### src/sv/ewm_pkg.sv
// Shared constants, status codes and types of the event mailbox.
// Depends on nothing; imported by every module of the block.
package ewm_pkg;

    // Default sizes handed to the top level parameters
    localparam int EVENT_COUNT_DEF = 8;
    localparam int QUEUE_DEPTH_DEF = 16;
    localparam int TASK_LIMIT_DEF  = 256;

    // Field widths
    localparam int OPCODE_W = 1;
    localparam int EVENT_W  = 4;
    localparam int TASK_W   = 8;
    localparam int DATA_W   = 32;
    localparam int STATUS_W = 3;

    // Request kinds
    localparam logic OP_AWAIT  = 1'b0;
    localparam logic OP_SIGNAL = 1'b1;

    // Result status codes
    localparam logic [STATUS_W-1:0] ST_DELIVERED = 3'd0;
    localparam logic [STATUS_W-1:0] ST_BLOCKED   = 3'd1;
    localparam logic [STATUS_W-1:0] ST_INVALID   = 3'd2;
    localparam logic [STATUS_W-1:0] ST_BUSY      = 3'd3;
    localparam logic [STATUS_W-1:0] ST_QUEUED    = 3'd4;
    localparam logic [STATUS_W-1:0] ST_DROPPED   = 3'd5;

    // Commands from the controller to the datapath
    typedef struct packed {
        logic load_in;   // capture the accepted request
        logic exec;      // decide, update the event entry, access the word store
        logic load_out;  // move the response into the output register
    } ewm_cmd_t;

    // Lookup that folds a task id into the task range
    typedef logic [TASK_W-1:0] task_table_t [1 << TASK_W];

endpackage

### src/sv/ewm_ctrl.sv
// Controller of the event mailbox: request sequencing and output handshake.
// Depends on ewm_pkg for the command struct.
module ewm_ctrl
    import ewm_pkg::*;
(
    input  logic     aclk,
    input  logic     aresetn,
    input  logic     s_tvalid,
    output logic     s_tready,
    output logic     m_tvalid,
    input  logic     m_tready,
    output ewm_cmd_t cmd
);

    localparam logic [1:0] S_IDLE = 2'd0;
    localparam logic [1:0] S_LOOK = 2'd1;
    localparam logic [1:0] S_RESP = 2'd2;

    logic [1:0] state_reg, state_next;
    logic       out_valid_reg, out_valid_next;
    logic       out_free;
    logic       accept;

    // Take a new request when idle, or when the pending response can leave
    assign out_free = !out_valid_reg || m_tready;
    assign s_tready = (state_reg == S_IDLE) || ((state_reg == S_RESP) && out_free);
    assign accept   = s_tvalid && s_tready;
    assign m_tvalid = out_valid_reg;

    // Drive datapath commands
    assign cmd.load_in  = accept;
    assign cmd.exec     = (state_reg == S_LOOK);
    assign cmd.load_out = (state_reg == S_RESP) && out_free;

    // Advance the sequencer
    always_comb begin
        state_next = state_reg;
        case (state_reg)
            S_IDLE: begin
                if (accept) state_next = S_LOOK;
            end
            S_LOOK: begin
                state_next = S_RESP;
            end
            S_RESP: begin
                if (out_free) state_next = accept ? S_LOOK : S_IDLE;
            end
            default: begin
                state_next = S_IDLE;
            end
        endcase
    end

    // Hold the output valid until the transaction completes
    always_comb begin
        out_valid_next = out_valid_reg;
        if (cmd.load_out) out_valid_next = 1'b1;
        else if (m_tready) out_valid_next = 1'b0;
    end

    always_ff @(posedge aclk) begin
        if (!aresetn) begin
            state_reg     <= S_IDLE;
            out_valid_reg <= 1'b0;
        end else begin
            state_reg     <= state_next;
            out_valid_reg <= out_valid_next;
        end
    end

endmodule

### config.mk
export PLATFORM = sky130hd
export DESIGN_NAME = ewm_ctrl
export DESIGN_NICKNAME = d
export VERILOG_FILES = /design/src/sv/ewm_pkg.sv /design/src/sv/ewm_ctrl.sv
export SDC_FILE = /design/constraint.sdc
export NUM_CORES = 1
export LEC_CHECK = 0
export BUFFER_PORTS_ARGS = -buffer_cell sky130_fd_sc_hd__buf_2
export CAP_MARGIN = 0
export CORE_AREA = 2 2 39 41
export CTS_CLUSTER_SIZE = 10
export DETAILED_ROUTE_END_ITERATION = 10
export DIE_AREA = 0 0 41 43
export GPL_TIMING_DRIVEN = 0
export SYNTH_ARGS = -nofsm -noshare
export SYNTH_HDL_FRONTEND = slang
export SYNTH_SLANG_ARGS = --single-unit
### constraint.sdc
create_clock -name aclk -period 2.1 [get_ports aclk]
set_input_delay 0.21 -clock aclk [delete_from_list [all_inputs] [get_ports aclk]]
set_output_delay 0.21 -clock aclk [all_outputs]
set_load 0.05 [all_outputs]
# Yosys cells after proc, flatten, opt, wreduce, memory -nomap -nowiden
# Index checks and enable logic that the tools add are counted.
[classes]
reduce_logical = 8
mux = 6
n_eq_ne = 4
[ops]
columns = ["operator", "n"]
rows = [
  ["$pmux 2 s3", 1],
  ["$mux 2", 2],
  ["$ne 2x2->1 const B", 2],
  ["$mux 1", 3],
  ["$eq 2x1->1 const B", 1],
  ["$eq 2x2->1 const B", 1],
  ["$logic_and 1x1->1", 2],
  ["$logic_not 2->1", 1],
  ["$logic_or 1x1->1", 2],
  ["$reduce_and 2->1", 1],
  ["$reduce_bool 2->1", 1],
  ["$logic_not 1->1", 1],
]
[totals]
wordCells = 20
reg_bits = 3
input_bits = 4
output_inout_bits = 5

# Longest topological paths before layout
# Gate-level depths: netlist of run 1.
[logic_depth]
ltp_word = 8
ltp_mapped = 3

# Worst setup path after synthesis of run 1
# OpenSTA, ideal clock, no wires.
[synth_path]
path_type = "reg-to-output"
startpoint = "register out_valid_reg, in the netlist m_tvalid"
endpoint = "output s_tready"
n_path_buf = 0
arrival_ns = 1.413
required_time_ns = 1.890
setup_slack_ns = 0.477
path_stages_with_launch = 3
path_cell_list = "dfxtp_1 -> and3b_1 -> nor2_1"
[synth_between]
elab_chain_cells = 4
[synth_rtl]
columns = ["element", "line_no", "rtl"]
rows = [
  ["from (decl)", "ewm_ctrl.sv:20", "logic out_valid_reg, out_valid_next;"],
  ["from (signal assigned)", "ewm_ctrl.sv:67", "out_valid_reg <= out_valid_next;"],
  ["$logic_not 1->1", "ewm_ctrl.sv:25", "assign out_free = !out_valid_reg || m_tready;"],
  ["$logic_or 1x1->1", "ewm_ctrl.sv:25", ""],
  ["$logic_and 1x1->1", "ewm_ctrl.sv:26", "assign s_tready = (state_reg == S_IDLE) || ((state_reg == S_RESP) && out_free);"],
  ["$logic_or 1x1->1", "ewm_ctrl.sv:26", ""],
  ["to (decl)", "ewm_ctrl.sv:9", "output logic s_tready,"],
]
# No other way between the ends.

# Final worst setup path of run 1
[layout_path]
startpoint = "register out_valid_reg, in the netlist m_tvalid"
endpoint = "output cmd[2] (netlist bit)"
[layout_between]
elab_chain_cells = 5
[layout_rtl]
columns = ["element", "line_no", "rtl"]
rows = [
  ["$logic_not 1->1", "ewm_ctrl.sv:25", ""],
  ["$logic_or 1x1->1", "ewm_ctrl.sv:25", ""],
  ["$logic_and 1x1->1", "ewm_ctrl.sv:26", ""],
  ["$logic_or 1x1->1", "ewm_ctrl.sv:26", ""],
  ["$logic_and 1x1->1", "ewm_ctrl.sv:27", "assign accept = s_tvalid && s_tready;"],
  ["to (decl)", "ewm_ctrl.sv:12", "output ewm_cmd_t cmd"],
]
# No other way between the ends.

==> flow_summary.yaml, run 1 <==
power:
  p_comb_frac: 0.189
  p_clk_frac: 0.503
  sw_frac_of_total: 0.280
  finalPower_mw: 0.202
  cellLeakagePower_nw: 0.122
  power_density_nw_per_um2: 778
  pwr-share-seq: 0.309
  p_int_mw: 0.146
  ir_worst_vdd_v: 0.000186
  p_sw_mw: 0.0567
synthesis:
  yosysWarningCount: 0
  synth.top_cells.by_count: "buf_4 (3), dfxtp_1 (3), nor2b_1 (2)"
  synthSimpleGateAreaFrac: 0.439
  syn-instance-count: 17
  synth_top_family_by_area: "simple AND/OR/NAND/NOR gates"
  synth_compound_gate_area_share: 0.0863
  synth_top_area_frac: 0.345
  synth_xor_area_frac: 0
  yosysSeqAreaShare: 0.345
  synth_cell_type_count: 12
  synth.net_count: 21
  synthFlopType: "dfxtp_1"
  avgSynthCellArea_um2: 10.2
  synthMuxAreaShare: 0
  ys_ff_latch: 3
  synth_edf_count: 0
  synth_area_um2: 174
  async_flop_share: 0
  yosys.area.top_type: "dfxtp_1"
  synth_fa_ha_area_frac: 0
  synth.top_cells.by_area: "dfxtp_1 (35%), buf_4 (13%), nor4bb_2 (9.4%), and4bb_2 (7.2%), nor2b_1 (7.2%)"
setup_path:
  cp-startpoint: "m_tvalid$_SDFFE_PN0P_"
  cpLargestDelayFamily: "simple AND/OR/NAND/NOR gates"
  cp_max_fo: 4
  cp_num_buf_inv: 2
  end_kind: "primary output"
  crit_path_start_kind: "flip-flop"
  crit_end: "cmd[2]"
  r2r_setup_slack_ps: 1190
  timing.rr.end: "state_reg[1]$_SDFFE_PN0P_"
  cp.required_ps: 1890
  path_depth: 4
  worst_ep_arrival_time_ps: 1320
  critPathMaxStageDelay_ps: 310
  critical_path.cell_chain: "and3b_1 -> nor3b_1 -> buf_4 -> buf_2"
  reg2regPathDepth: 2
  reg2reg_from: "state_reg[0]$_SDFFE_PN0P_"
  cpMaxStageDelayCell: "dfxtp_1"
  crit_type: "flip-flop to primary output"
status:
  status: "finished clean"
die:
  rows: 14
  pin_count: 9
  core_area_um2: 1380
  die_area_um2: 1760
  die_height_um: 43
  start_util: 0.126
  die_width_um: 41
sta:
  holdWs_ps: 214
  final.period_utilization: 0.730
  clock_skew_ps: 0.626
  slew_viol_final: 0
  setup_violations: 0
  worst_pin_slew_ps: 249
  rsz0062_at_grt: "no"
  hold_viol: 0
  max_freq_mhz: 652
  setup_tns_ps: 0
  final.min_clock_period_ps: 1530
  relSlewSlack: 0.835
layout:
  fin_util: 0.188
  largest_reg_flops: 2
  layout-drive-gt1-share: 0.586
  area_growth_pct: 49.6
  nNetsFinal: 34
  antenna_cells: 0
grt:
  gr-total-overflow: 0
  grtUsageTotal: 0.0633
  grt_max_degree: 7
  grt_pass1_wl_um: 607
  antenna_found_initial: 0
  first_global_vias: 154
clocking:
  cts.sinks: 3
  clockBufferDepth: 2
  clkLatencyLatePin_ps: 230
  cts-root-buf: "clkbuf_4"
  cts.clk_slew.worst_paths_ps: 40
  cts_tree: "yes"
  htreeDepth: 1
  cts_hold_buf: 0
  postCtsSetupBuffers: 0
  post_cts_resized: 0
  cts_buffers: 3
drt:
  drcViolationCount: 0
  drt-total-wl_um: 328
  first_iter_violations: 0
  vias_per_cell: 3.29
  vias: 148
  wl_per_cell_um: 7.29
  firstDrtPassIters: 1
  ant_nets: 0
place:
  place.gp.congestion: 0.662
  io_buffers: 8
  dp_hpwl_um: 252
run:
  maxCapViolCount: 0
worst_hold_path:
  hold_path_depth: 2
  hp-class: "input port to flip-flop"
-- worst min path at each step --
stage               slack, ps                   endpoint    start
global route              230  state_reg[1]$_SDFFE_PN0P_  aresetn
floorplan                 330  state_reg[1]$_SDFFE_PN0P_  aresetn
CTS                       210  state_reg[1]$_SDFFE_PN0P_  aresetn
finish                    210  state_reg[1]$_SDFFE_PN0P_  aresetn
global placement          450  state_reg[1]$_SDFFE_PN0P_  aresetn
detailed placement        450  state_reg[1]$_SDFFE_PN0P_  aresetn
-- routing by layer --
metal  share of wire  up-vias  GRT usage
met4               0        0      0.120
li1                -       80          -
met3            0.13        0     0.0314
met5               0        -          0
met2            0.40        8     0.0531
met1            0.47       60     0.0707
-- power groups by stage --
stage,clock (mW),combinational (mW),sequential (mW)
3_5_place_dp,0,0.0384,0.0634
6_report,0.102,0.0382,0.0624
3_3_place_gp,0,0.0384,0.0633
2_1_floorplan,0,0.0280,0.0650
5_1_grt,0.114,0.0409,0.0629
4_1_cts,0.108,0.0385,0.0624
-- layout make-up --
class                   count  area [um^2]
well taps                  16         20.0
clock buffers               4         26.3
plain buffers               3         22.5
fillers                   164         1120
flip-flops and latches      3         60.1
multi-input cells          11         91.3
repair buffers              8         40.0
-- cell usage in the layout, fill, tap and decap left out --
cell	n
buf_2	8
buf_4	3
clkbuf_4	3
dfxtp_1	3
nor2b_1	2
nand2b_1	1
or2b_2	1
and3b_1	1
nor2_1	1
nor3b_1	1
nor4bb_2	1
and4bb_2	1
o21a_1	1
a21boi_0	1
clkbuf_1	1
-- per-stage QoR --
step	setup WS, ps	cell area (um^2)	cells
final	567	260	45
after CTS	550	260	45
after detailed placement	810	234	41
after global routing	464	260	45
after global placement	811	234	41
after floorplan	477	174	17
-- worst register-to-register path, delay by kind of cell, from the launching register on --
family / cells / cell delay [ps]
AND/OR/NAND/NOR: 1 / 240
flip-flops: 1 / 400
AO/OA/AOI/OAI: 1 / 160
-- cells by family after synthesis --
kind of cell	after synthesis
and+or+nand+nor	9
AOI/OAI and AO/OA	2
buffers and inverters	3
DFF	3
Note: power is estimated with default switching activity, not from simulation.
==> run 2: changes to the inputs <==
- clock period: 2.1 -> 1.5 ns (I/O delays scaled with it)
==> run 2 against run 1 <==
  * Count of clock-buffer cells in the layout stayed put
  * Sequential power up 41%
  * Register-to-register slack worse by 640 ps
  * Critical path depth did not move
  * Non-clock buffer count did not move
  * First-iteration DRC count unchanged
  * Sequential share of layout area down 0.70 points
  * Die area stayed put
  * Final cell count did not move
  * Combinational power grew 48%
  * Hold slack got worse by 53 ps
  * Largest cell class unchanged
==> flow_summary.yaml, run 2 (synthesis results as in run 1) <==
status:
  status: "finished clean"
die:
  pin_count: 9
  core_area_um2: 1380
  die_width_um: 41
  rows: 14
  die_height_um: 43
  start_util: 0.126
  die_area_um2: 1760
setup_path:
  end_kind: "primary output"
  crit_path_start_kind: "flip-flop"
  timing.rr.end: "state_reg[1]$_SDFFE_PN0P_"
  cp_max_fo: 4
  reg2regPathDepth: 2
  cp-startpoint: "m_tvalid$_SDFFE_PN0P_"
  r2r_setup_slack_ps: 550
  reg2reg_from: "state_reg[0]$_SDFFE_PN0P_"
  cp.required_ps: 1350
  crit_end: "cmd[0]"
  crit_type: "flip-flop to primary output"
  worst_ep_arrival_time_ps: 1270
place:
  io_buffers: 8
  place_inst: 41
  dpl_worst_slack_ps: 240
  dpl_cell_area_um2: 236
  place.gp.congestion: 0.601
sta:
  holdWs_ps: 161
  hold_viol: 0
  relSlewSlack: 0.836
  rsz0062_at_grt: "no"
  slew_viol_final: 0
  worst_pin_slew_ps: 248
  setup_violations: 0
  final.min_clock_period_ps: 1420
  clock_skew_ps: 0.217
  final.period_utilization: 0.948
  setup_tns_ps: 0
  finalWorstSetupSlack_ps: 77.6
  max_freq_mhz: 703
clocking:
  cts_buffers: 3
  cts_hold_buf: 0
  postCtsSetupBuffers: 0
  cts-root-buf: "clkbuf_4"
  cts.clk_slew.worst_paths_ps: 40
  clkLatencyLatePin_ps: 230
  cts_tree: "yes"
  cts.sinks: 3
  post_cts_resized: 1
  clockBufferDepth: 2
  htreeDepth: 1
layout:
  largest_reg_flops: 2
  layout-drive-gt1-share: 0.690
  layout.cells.non_filler: 45
  nNetsFinal: 34
  fin_util: 0.198
  final_cell_mix: "buf_2 (6), buf_4 (5), clkbuf_4 (3), nor2b_1 (2), dfxtp_1 (2)"
  area_growth_pct: 57.6
  layout_commonest_cell: "buf_2"
  antenna_cells: 0
  fillers: 161
  final_cell_area_um2: 274
drt:
  vias_per_cell: 3.51
  ant_nets: 0
  vias: 158
  drcViolationCount: 0
  drt-total-wl_um: 343
  firstDrtPassIters: 1
  first_iter_violations: 0
  wl_per_cell_um: 7.62
grt:
  grt_max_degree: 7
  antenna_found_initial: 0
  gr-total-overflow: 0
  grtUsageTotal: 0.0652
  grt_pass1_wl_um: 655
  first_global_vias: 176
power:
  finalPower_mw: 0.287
  cellLeakagePower_nw: 0.127
  ir_worst_vdd_v: 0.000226
  power_density_nw_per_um2: 1050
worst_hold_path:
  hp-class: "input port to flip-flop"
run:
  maxCapViolCount: 0
## run 2: cell types whose count changed in the layout (fill, tap and decap cells not counted)
cell | previous run | this run
dfxtp_2 | 0 | 1
nor3b_2 | 0 | 1
nor2_2 | 0 | 1
buf_2 | 8 | 6
buf_4 | 3 | 5
nor2_1 | 1 | 0
nor3b_1 | 1 | 0
dfxtp_1 | 3 | 2
## run 2: power breakdown
group          internal [mW]  total, mW  switching (mW)  leakage (nW)
clock                 0.0997      0.142          0.0423        0.0150
sequential            0.0840     0.0881         0.00409        0.0251
combinational         0.0231     0.0566          0.0335        0.0872
total                  0.207      0.287          0.0799         0.127
## run 2: layer usage
| layer | track usage | part of all wire | vias up |
|---|---|---|---|
| met2 | 0.100 | 0.66 | 2 |
| li1 | - | - | 82 |
| met4 | 0.0800 | 0.012 | 0 |
| met3 | 0.0471 | 0.064 | 2 |
| met1 | 0.0385 | 0.26 | 72 |
| met5 | 0 | 0 | - |
## run 2: worst min path at each step
stage	slack, ps	end	start	depth (start not counted)
after CTS	160	state_reg[1]$_SDFFE_PN0P_	aresetn	2
final	160	state_reg[1]$_SDFFE_PN0P_	aresetn	2
after global routing	160	state_reg[1]$_SDFFE_PN0P_	aresetn	2
after detailed placement	400	state_reg[1]$_SDFFE_PN0P_	aresetn	2
after global placement	390	state_reg[1]$_SDFFE_PN0P_	aresetn	2
after floorplan	270	state_reg[1]$_SDFFE_PN0P_	aresetn	1
## run 2: critical path: stages (launching register included)
cell	delay, ps
dfxtp_2	330
or2b_2	290
nor2b_1	130
buf_4	120
buf_4	180
## run 2: area by class of cell
type                            count  area, um^2  area share
Tap cell                           16        20.0      0.0731
Buffer                              3        22.5      0.0822
Clock buffer                        4        26.3      0.0959
Multi-Input combinational cell     11        98.8       0.361
Timing Repair Buffer                8        45.0       0.164
Sequential cell                     3        61.3       0.224
==> run 3: changes to the inputs <==
- ABC_AREA: not set -> 1
==> run 3 against run 2 <==
  * Synthesized cell count up 47%
  * Flip-flop and latch count unchanged
  * Wire length decreased by 5.2%
  * Via count increased by 9.5%
  * Synthesized area decreased by 8.6%
  * Final cell count is 18% higher
  * Count of clock-buffer cells in the layout unchanged
  * Clock skew grew 1.8 ps
  * Sequential power decreased by 0.5%
  * Critical endpoint is now cmd[2]
  * Largest power group unchanged
==> flow_summary.yaml, run 3 <==
synthesis:
  synthFlopType: "dfxtp_1"
  synth_area_um2: 159
  ys_ff_latch: 3
  yosysWarningCount: 0
  synth_most_common_cell: "inv_1"
  synth.net_count: 29
  yosysSeqAreaShare: 0.378
  yosys.area.top_type: "dfxtp_1"
  synth_top_area_frac: 0.378
  avgSynthCellArea_um2: 6.36
  async_flop_share: 0
  synth.top_cells.by_count: "inv_1 (6), nand2_1 (5), nor2_1 (4)"
  synth_cell_type_count: 7
  synth_edf_count: 0
  synth.top_cells.by_area: "dfxtp_1 (38%), buf_4 (14%), inv_1 (14%), nand2_1 (12%), a21oi_1 (9.4%)"
  syn-instance-count: 25
die:
  die_height_um: 43
  die_area_um2: 1760
  rows: 14
  pin_count: 9
  core_area_um2: 1380
  die_width_um: 41
  start_util: 0.115
setup_path:
  reg2reg_from: "state_reg[1]$_SDFFE_PN0P_"
  reg2regPathDepth: 3
  crit_path_start_kind: "flip-flop"
  cp_num_buf_inv: 3
  cp.required_ps: 1350
  cpMaxStageDelayCell: "dfxtp_1"
  critPathMaxStageDelay_ps: 390
  cp_max_fo: 5
  worst_ep_arrival_time_ps: 1190
  cpLargestDelayFamily: "flip-flops"
  end_kind: "primary output"
  crit_type: "flip-flop to primary output"
  critical_path.cell_chain: "nand3_1 -> nand2_1 -> inv_1 -> buf_4 -> buf_2"
  timing.rr.end: "state_reg[0]$_SDFFE_PN0P_"
  r2r_setup_slack_ps: 760
sta:
  holdWs_ps: 162
  final.min_clock_period_ps: 1340
  slew_viol_final: 0
  worst_pin_slew_ps: 249
  final.period_utilization: 0.894
  rsz0062_at_grt: "no"
  hold_viol: 0
  relSlewSlack: 0.835
  setup_violations: 0
  max_freq_mhz: 746
  setup_tns_ps: 0
  clock_skew_ps: 1.97
  finalWorstSetupSlack_ps: 159
power:
  p_clk_frac: 0.498
  power_density_nw_per_um2: 1140
  finalPower_mw: 0.283
  p_int_mw: 0.201
  p_comb_frac: 0.191
  sw_frac_of_total: 0.290
  ir_worst_vdd_v: 0.000222
  pwr-share-seq: 0.310
  p_sw_mw: 0.0820
  cellLeakagePower_nw: 0.148
drt:
  drcViolationCount: 0
  vias_per_cell: 3.26
  vias: 173
  drt-total-wl_um: 325
  firstDrtPassIters: 1
  first_iter_violations: 0
  wl_per_cell_um: 6.13
  ant_nets: 0
worst_hold_path:
  hp-class: "input port to flip-flop"
  hold_path_depth: 3
  hp-start: "aresetn"
  hold_end: "state_reg[1]$_SDFFE_PN0P_"
layout:
  nNetsFinal: 42
  final_cell_area_um2: 249
  layout_commonest_cell: "buf_2"
  largest_reg_flops: 2
  final_cell_mix: "buf_2 (8), inv_1 (6), nand2_1 (5), nor2_1 (4)"
  antenna_cells: 0
  layout-drive-gt1-share: 0.405
  area_growth_pct: 56.7
place:
  dpl_cell_area_um2: 223
  dp_hpwl_um: 269
  io_buffers: 8
  dpl_worst_slack_ps: 400
  place.gp.congestion: 0.603
grt:
  gr-total-overflow: 0
  grtUsageTotal: 0.0480
  first_global_vias: 148
  grt_max_degree: 6
  grt_pass1_wl_um: 476
  antenna_found_initial: 0
clocking:
  clkLatencyLatePin_ps: 230
  cts_buffers: 3
  post_cts_resized: 0
  cts.sinks: 3
  clockBufferDepth: 2
  postCtsSetupBuffers: 0
  cts-root-buf: "clkbuf_4"
  cts_hold_buf: 0
  cts.clk_slew.worst_paths_ps: 40
  htreeDepth: 1
  cts_tree: "yes"
run:
  maxCapViolCount: 0
status:
  status: "finished clean"
-- run 3: cell count changes after synthesis, moves of 2 or more --
cell     before  now
nor2_1        1    4
a21oi_1       0    3
inv_1         0    6
nor2b_1       2    0
nand2_1       0    5
-- run 3: per-layer routing --
metal,wire (um),vias to the layer above,part of all wire,GRT usage
met5,0,-,0,0
met4,6,0,0.018,0.0800
met3,30,2,0.092,0.0314
met2,168,4,0.52,0.0656
met1,120,71,0.37,0.0287
li1,-,96,-,-
-- run 3: power by group through the flow --
stage | clock [mW] | combinational (mW) | sequential [mW]
after floorplan | 0 | 0.0399 | 0.0915
after global placement | 0 | 0.0546 | 0.0889
after detailed placement | 0 | 0.0548 | 0.0890
after CTS | 0.149 | 0.0549 | 0.0878
after global routing | 0.152 | 0.0581 | 0.0883
final | 0.141 | 0.0541 | 0.0877
-- run 3: kinds of logic after synthesis --
| logic type | synth area share |
|---|---|
| and+or+nand+nor | 0.244 |
| DFF | 0.378 |
| buffers and inverters | 0.283 |
| AOI/OAI and AO/OA | 0.0945 |
-- run 3: layout make-up --
class                      instances  area [um^2]
inverter                           6         22.5
fill                             173         1130
buffer                             3         22.5
multi-input combinational         13         57.6
timing repair buffer               8         40.0
clock buffer                       4         26.3
tap                               16         20.0
sequential                         3         60.1
-- run 3: how the worst max path moves through the flow --
stage / from / to / slack [ps] / cells after the start
6_report: state_reg[1]$_SDFFE_PN0P_ / cmd[2] / 160 / 5
3_5_place_dp: state_reg[1]$_SDFFE_PN0P_ / cmd[2] / 400 / 5
3_3_place_gp: state_reg[1]$_SDFFE_PN0P_ / cmd[2] / 390 / 5
5_1_grt: state_reg[1]$_SDFFE_PN0P_ / cmd[2] / 70 / 5
4_1_cts: state_reg[1]$_SDFFE_PN0P_ / cmd[2] / 140 / 5
2_1_floorplan: m_tvalid$_SDFFE_PN0P_ / s_tready / 170 / 3
-- run 3: per-stage QoR --
stage / cells / util
floorplan: 25 / -
global placement: 49 / 0.161
detailed placement: 49 / 0.161
CTS: 53 / 0.180
global route: 53 / 0.180
finish: 53 / 0.180
-- run 3: tightest hold or removal path, delay by kind of cell --
| kind | cells | cell delay, ps |
|---|---|---|
| simple gates | 1 | 60 |
| buf+inv | 1 | 100 |
| compound gates | 1 | 30 |
